### config.mk
export PLATFORM = sky130hd
export DESIGN_NAME = keypad_permuted_pin_encoder
export DESIGN_NICKNAME = d
export VERILOG_FILES = /design/src/rtl/kppe_pkg.sv /design/src/rtl/keypad_permuted_pin_encoder.sv
export SDC_FILE = /design/constraint.sdc
export NUM_CORES = 1
export LEC_CHECK = 0
export ABC_CLOCK_PERIOD_IN_PS = 32299
export BUFFER_PORTS_ARGS = -buffer_cell sky130_fd_sc_hd__buf_2
export CORE_ASPECT_RATIO = 2
export CORE_MARGIN = 1.5
export CORE_UTILIZATION = 40
export CTS_CLUSTER_SIZE = 28
export DETAILED_ROUTE_END_ITERATION = 8
export PLACE_DENSITY = 0.68
export SETUP_SLACK_MARGIN = 0.02
export SKIP_LAST_GASP = 1
export SYNTH_ARGS = -nofsm -noshare
export SYNTH_HDL_FRONTEND = slang
export SYNTH_SLANG_ARGS = --single-unit
### constraint.sdc
create_clock -name clk -period 32.3 [get_ports clk]
set_input_delay 8.075 -clock clk [delete_from_list [all_inputs] [get_ports clk]]
set_output_delay 8.075 -clock clk [all_outputs]
set_load 0.01 [all_outputs]
### src/rtl/kppe_pkg.sv
`default_nettype none

package kppe_pkg;

	localparam int unsigned KEYS       = 10;
	localparam int unsigned MIN_DIGITS = 4;
	localparam int unsigned MAX_DIGITS = 10;

	localparam int unsigned WORD_W     = 32;
	localparam int unsigned KEY_W      = 4;
	localparam int unsigned CHAR_W     = 6;
	localparam int unsigned STATUS_W   = 2;

	// The divider retires this many quotient bits per cycle.
	localparam int unsigned STEP_BITS  = 8;
	localparam int unsigned DIV_PASSES = WORD_W / STEP_BITS;
	localparam int unsigned PASS_W     = $clog2(DIV_PASSES);

	localparam logic [CHAR_W-1:0]   ASCII_ZERO = 6'h30;

	localparam logic [STATUS_W-1:0] ST_OK    = 2'd0;
	localparam logic [STATUS_W-1:0] ST_SHORT = 2'd1;
	localparam logic [STATUS_W-1:0] ST_LONG  = 2'd2;

	typedef struct packed {
		logic [WORD_W-1:0] num;
		logic [KEY_W-1:0]  rem;
	} div_res_t;

	// One pass of restoring division by a divisor of at most ten. The top
	// bits of the dividend are consumed and quotient bits enter at the bottom.
	function automatic div_res_t div_step(input logic [WORD_W-1:0] num,
			input logic [KEY_W-1:0] rem, input logic [KEY_W-1:0] den);
		div_res_t             res;
		logic [KEY_W:0]       trial;
		logic [KEY_W-1:0]     r;
		logic [STEP_BITS-1:0] qb;
		r  = rem;
		qb = '0;
		for (int i = 0; i < STEP_BITS; i++) begin
			trial = {r, num[WORD_W-1-i]};
			if (trial >= {1'b0, den}) begin
				r = KEY_W'(trial - {1'b0, den});
				qb[STEP_BITS-1-i] = 1'b1;
			end else begin
				r = trial[KEY_W-1:0];
			end
		end
		res.num = {num[WORD_W-STEP_BITS-1:0], qb};
		res.rem = r;
		return res;
	endfunction

endpackage

`default_nettype wire

### src/rtl/keypad_permuted_pin_encoder.sv
`default_nettype none

// Channel   Direction  Item
// s_axis    in         PIN, s_tdata[31:0] = pin_value
// m_axis    out        one key or one error, m_tdata fields below, tlast = last
// cfg       in         layout seed write, no read-back
//
// A 32-bit division runs on the shared divider, 8 quotient bits a cycle.
// A PIN is divided by ten until the quotient is zero, then its keys are emitted.
// A seed write rebuilds the layout, one division per keypad position;
// s_tready is low meanwhile. Reset gives the identity layout at once.
// A stalled output holds the block; the next PIN is taken after the last result.

module keypad_permuted_pin_encoder (
	input  wire logic                         clk,
	input  wire logic                         arst_n,
	input  wire logic                         s_tvalid,
	output logic                              s_tready,
	input  wire logic [kppe_pkg::WORD_W-1:0]  s_tdata,   // [31:0] pin_value
	output logic                              m_tvalid,
	input  wire logic                         m_tready,
	output logic [7:0]                        m_tdata,   // [5:0] key_char, [7:6] status
	output logic                              m_tlast,
	input  wire logic                         cfg_wr_en,
	input  wire logic [kppe_pkg::WORD_W-1:0]  cfg_wr_data
);
	import kppe_pkg::*;

	localparam logic [1:0] S_IDLE = 2'd0;
	localparam logic [1:0] S_SEED = 2'd1;
	localparam logic [1:0] S_PIN  = 2'd2;
	localparam logic [1:0] S_EMIT = 2'd3;

	logic [1:0]        state_q;
	logic [PASS_W-1:0] pass_q;
	logic [KEY_W-1:0]  radix_q;
	logic [KEY_W-1:0]  dig_cnt_q;
	logic [KEY_W-1:0]  left_q;
	logic [WORD_W-1:0] num_q;
	logic [KEY_W-1:0]  rem_q;
	logic [KEY_W-1:0]  pool_q [KEYS];
	logic [KEY_W-1:0]  digs_q [KEYS];
	logic [KEY_W-1:0]  digit_position_q [KEYS];

	logic [KEY_W-1:0]  den;
	div_res_t          div;
	logic              div_last;
	logic              fin;
	logic              too_long;
	logic              too_short;
	logic [CHAR_W-1:0] top_char;
	logic [KEY_W-1:0]  pos;

	assign den       = (state_q == S_SEED) ? radix_q : KEY_W'(KEYS);
	assign div       = div_step(num_q, rem_q, den);
	assign div_last  = (pass_q == PASS_W'(DIV_PASSES - 1));
	assign fin       = (state_q == S_PIN) && (pass_q == '0) && (num_q == '0);
	assign too_long  = (dig_cnt_q > KEY_W'(MAX_DIGITS));
	assign too_short = (dig_cnt_q < KEY_W'(MIN_DIGITS));
	assign top_char  = ASCII_ZERO + {2'b00, digit_position_q[digs_q[KEYS-1]]};
	assign pos       = KEY_W'(KEYS) - radix_q;
	assign s_tready  = (state_q == S_IDLE) && !cfg_wr_en;

	always_ff @(posedge clk or negedge arst_n) begin
		if (!arst_n) begin
			state_q   <= S_IDLE;
			pass_q    <= '0;
			radix_q   <= '0;
			dig_cnt_q <= '0;
			left_q    <= '0;
			m_tvalid  <= 1'b0;
			for (int d = 0; d < KEYS; d++) begin
				digit_position_q[d] <= KEY_W'(d);
			end
		end else if (cfg_wr_en) begin
			state_q <= S_SEED;
			pass_q  <= '0;
			radix_q <= KEY_W'(KEYS);
		end else begin
			unique case (state_q)
				S_IDLE: begin
					if (s_tvalid) begin
						state_q   <= S_PIN;
						pass_q    <= '0;
						dig_cnt_q <= '0;
					end
				end
				S_SEED: begin
					pass_q <= pass_q + 1'b1;
					if (div_last) begin
						digit_position_q[pool_q[div.rem]] <= pos;
						radix_q <= radix_q - 1'b1;
						if (radix_q == KEY_W'(1)) begin
							state_q <= S_IDLE;
						end
					end
				end
				S_PIN: begin
					if (fin) begin
						m_tvalid <= 1'b1;
						state_q  <= S_EMIT;
						left_q   <= (too_long || too_short) ? '0 : dig_cnt_q - 1'b1;
					end else begin
						pass_q <= pass_q + 1'b1;
						if (div_last) begin
							dig_cnt_q <= dig_cnt_q + 1'b1;
						end
					end
				end
				S_EMIT: begin
					if (m_tready) begin
						if (left_q == '0) begin
							m_tvalid <= 1'b0;
							state_q  <= S_IDLE;
						end else begin
							left_q <= left_q - 1'b1;
						end
					end
				end
				default: state_q <= S_IDLE;
			endcase
		end
	end

	always_ff @(posedge clk) begin
		if (cfg_wr_en) begin
			num_q <= cfg_wr_data;
			rem_q <= '0;
			for (int k = 0; k < KEYS; k++) begin
				pool_q[k] <= KEY_W'(k);
			end
		end else begin
			unique case (state_q)
				S_IDLE: begin
					if (s_tvalid) begin
						num_q <= s_tdata;
						rem_q <= '0;
					end
				end
				S_SEED: begin
					num_q <= div.num;
					rem_q <= div_last ? '0 : div.rem;
					if (div_last) begin
						for (int k = 0; k < KEYS - 1; k++) begin
							if (KEY_W'(k) >= div.rem) begin
								pool_q[k] <= pool_q[k+1];
							end
						end
					end
				end
				S_PIN: begin
					if (fin) begin
						if (too_long) begin
							m_tdata <= {ST_LONG, {CHAR_W{1'b0}}};
							m_tlast <= 1'b1;
						end else if (too_short) begin
							m_tdata <= {ST_SHORT, {CHAR_W{1'b0}}};
							m_tlast <= 1'b1;
						end else begin
							m_tdata <= {ST_OK, top_char};
							m_tlast <= (dig_cnt_q == KEY_W'(1));
							for (int k = 0; k < KEYS - 1; k++) begin
								digs_q[k+1] <= digs_q[k];
							end
						end
					end else begin
						num_q <= div.num;
						rem_q <= div_last ? '0 : div.rem;
						if (div_last) begin
							digs_q[KEYS-1] <= div.rem;
							for (int k = 0; k < KEYS - 1; k++) begin
								digs_q[k] <= digs_q[k+1];
							end
						end
					end
				end
				S_EMIT: begin
					if (m_tready && (left_q != '0)) begin
						m_tdata <= {ST_OK, top_char};
						m_tlast <= (left_q == KEY_W'(1));
						for (int k = 0; k < KEYS - 1; k++) begin
							digs_q[k+1] <= digs_q[k];
						end
					end
				end
				default: begin
					num_q <= num_q;
				end
			endcase
		end
	end

endmodule

`default_nettype wire
==> summary.md <==
| Metric | Value |
|---|---|
| TNS Setup | 0 ns |
| Hold Slack | around 0.45 ns |
| Worst reg-to-reg path cell count | 70 |
| RR Startpoint | state_q[1]$_DFFE_PN0P_ |
| Hold Crit Depth | 0 |
| Synthesis Warnings | 0 |
| CTS H-tree lvls | 4 |
| DRT iter0 DRCs | 330 |
| IO Count | 80 |
| Mapped Area | 10800 sq um |
| Worst setup path start | state_q[1]$_DFFE_PN0P_ |
| Gate Count Post-Synth | around 1000 |
| Total core area | between 20000 and 30000 sq um |
| Avg WL per Cell | 19.4 um |
| First-pass GRT wire length | around 43000 um |
| Hold EP | digs_q[0][3]$_DFFE_PP_ |
| Post-Route WL | 27100 um |
| Final nets | around 1200 |
| Routed via count | approximately 7800 |
| Root Driver | clkbuf_16 |
| Syn avg cell area | between 10 and 15 sq um |
| Post-synth EDFFs | 111 |
| Status | finished, final reports clean |
| RSZ-0062 raised after global routing | false |
| Max Fclk | 0.0549 GHz |
| Post-CTS Setup Repair Bufs | 0 |
| Gates resized, CTS repair | 0 |
| Maximum net fanout on the critical path | 18 |
| Area leader, netlist | edfxtp_1 |
| FF-to-FF End | digit_position_q[39]$_DFFE_PN0P_ |
| Crit Path Category | reg -> reg |
| Top post-synthesis cells by area | edfxtp_1, dfrtp_1, mux2i_1 |
| All-layer global routing usage | between 20% and 30% |
| Critical Path End Type | flop |
| Worst-skew pair later-pin latency | roughly 0.45 ns |
| Register-to-register setup slack | 14.10 ns |
| GP Congestion | a little over 0.9 |
| GRT overflow | 0 |
| Vias in the first global route | slightly above 8000 |
| FF+latch count, synth | around 170 |
| Final setup vio count | 0 |
| Fin crit share | a little under three fifths |
| Routed Antenna Nets | 0 |
| Synth unique cells | 90 |
| Worst path top cell family by delay | compound AO/OA/AOI/OAI gates |
| Max-slew violation count | 0 |
| Slowest stage cell on the critical path | o211ai_1 |
| Yosys top cell area share | between 30% and 40% |
| CTS buffer count | 17 |
| Worst-path clk slew | approximately 0.07 ns |
| Worst setup SP type | flop |
| Most frequent cells in the layout | edfxtp_1, buf_2, nand2_1, o21ai_0, mux2i_1 |
| Antenna diodes | 0 |
| DRC | 0 |
| Req. time, crit path | 32.64 ns |
| Most common cell after layout, fill and taps aside | edfxtp_1 |
| Die width | 119 um |
| Die Area | ~28000 sq um |
| Worst-case clock buffer depth | 2 |
| Tmin final | about 18 ns |
| Share of cells above drive strength 1 | between 20% and 30% |
| WP buf/inv | 4 |
| Clk sinks | 172 |
| Pre-antenna DRT Iters | 5 |
| Final setup skew | between 0.009 and 0.01 ns |
| CTS tree | yes |
| Port Buffer Count | slightly below 80 |
| Slew Limit Headroom | roughly a third |
| Final hold viol count | 0 |
| Largest net degree at the start of global routing | between 80 and 90 |
| Initial Utilization | between 40% and 50% |
| Top_reg_cell synth | edfxtp_1 |
| DIE HEIGHT | between 200 and 250 um |
| Detailed placement HPWL | 20800 um |
| Vias per Instance | approximately 5.6 |
| Mapped Nets | around 1100 |
| Register area share after synthesis | around 45% |
| Hold_buf cts | 0 |
| Initial antenna violation count | 0 |
| Worst-margin pin slew | 1.01 ns |
| Ys async rst share | 33.1% |
| Largest stage delay on the critical path | 0.83 ns |
| Most frequent CP cell | a21oi_1 |
| Row count | 84 |
| P&R area growth vs syn | 12.7% |
| Worst Path Arrival | 18.54 ns |
| HP Class | reg -> reg |
| Max-cap violation count | 0 |
| Worst hold start | digs_q[0][7]$_DFFE_PP_ |
-- how the worst max path moves through the flow --
stage                                             endpoint  slack (ns)  cells past startpoint
after floorplan                                   s_tready       15.54                      3
after global placement    digit_position_q[39]$_DFFE_PN0P_       14.81                     70
after detailed placement  digit_position_q[39]$_DFFE_PN0P_       14.34                     70
after CTS                 digit_position_q[39]$_DFFE_PN0P_       14.28                     70
after global routing      digit_position_q[36]$_DFFE_PN0P_       12.47                     70
final                     digit_position_q[39]$_DFFE_PN0P_       14.10                     70
-- routing by layer --
| metal | vias up | routed length, um | track usage (%) |
|---|---|---|---|
| li1 | 3749 | - | - |
| met1 | 3786 | 9540 | 19.1 |
| met2 | 222 | 15100 | 38.8 |
| met3 | 80 | 936 | 3.78 |
| met4 | 0 | 1480 | 12.2 |
| met5 | - | 0 | 0 |
-- cell families (layout without fill, tap and decap cells) --
kind of cell / after synthesis / in the layout / synth area share, %
AND/OR/NAND/NOR: 259 / 259 / 12.8
AO/OA/AOI/OAI: 220 / 220 / 14.6
flip-flops: 172 / 172 / 45.1
multiplexers: 147 / 147 / 15.4
buffers and inverters: 102 / 179 / 3.75
adder cells (fa/ha/maj): 53 / 53 / 6.64
XOR/XNOR: 21 / 21 / 1.71
-- synthesized netlist by cell type (15+ instances only) --
| cell type | instances |
|---|---|
| edfxtp_1 | 111 |
| nand2_1 | 77 |
| o21ai_0 | 72 |
| mux2i_1 | 69 |
| inv_1 | 57 |
| nor2_1 | 49 |
| ha_1 | 46 |
| dfrtp_1 | 42 |
| mux2_2 | 41 |
| clkbuf_1 | 33 |
| a21oi_1 | 32 |
| mux2_1 | 29 |
| o211ai_1 | 27 |
| and2_1 | 25 |
| a21o_1 | 17 |
| dfstp_2 | 15 |
-- state kept, by name, indices dropped and copies added, names as in the netlist, 2 cells and up --
name              cells
digs_q               40
rem_q                 4
m_tdata               7
state_q               2
dig_cnt_q             4
radix_q               4
digit_position_q     40
pass_q                2
num_q                32
left_q                4
pool_q               31
-- layout make-up --
type / count / area (sq um)
multi-input cells: 700 / 5520
clock buffers: 20 / 500
fillers: 2455 / 14200
well taps: 344 / 430
flip-flops and latches: 172 / 4860
repair buffers: 89 / 470
inverters: 58 / 218
clock inverters: 12 / 143
-- metrics by stage --
| stage | setup WS (ns) | std cells | util (%) | area, sq um |
|---|---|---|---|---|
| after floorplan | 15.54 | 974 | - | 10800 |
| after global placement | 14.81 | 1363 | 43.6 | 11500 |
| after detailed placement | 14.34 | 1363 | 43.6 | 11500 |
| after CTS | 14.28 | 1395 | 46.0 | 12100 |
| after global routing | 12.47 | 1395 | 46.0 | 12100 |
| final | 14.10 | 1395 | 46.0 | 12100 |
-- worst register-to-register path: cells and delay by family, from the launching register on --
family | cells | cell delay [ns]
and+or+nand+nor | 17 | 3.42
muxes | 5 | 1.96
adders and majority gates | 9 | 2.81
buffers and inverters | 4 | 0.42
AOI/OAI and AO/OA | 35 | 9.08
DFF | 1 | 0.42
Power is left out: the tool's default activity adds up to more than one toggle a clock period on the data nets, which glitch-free logic cannot reach.
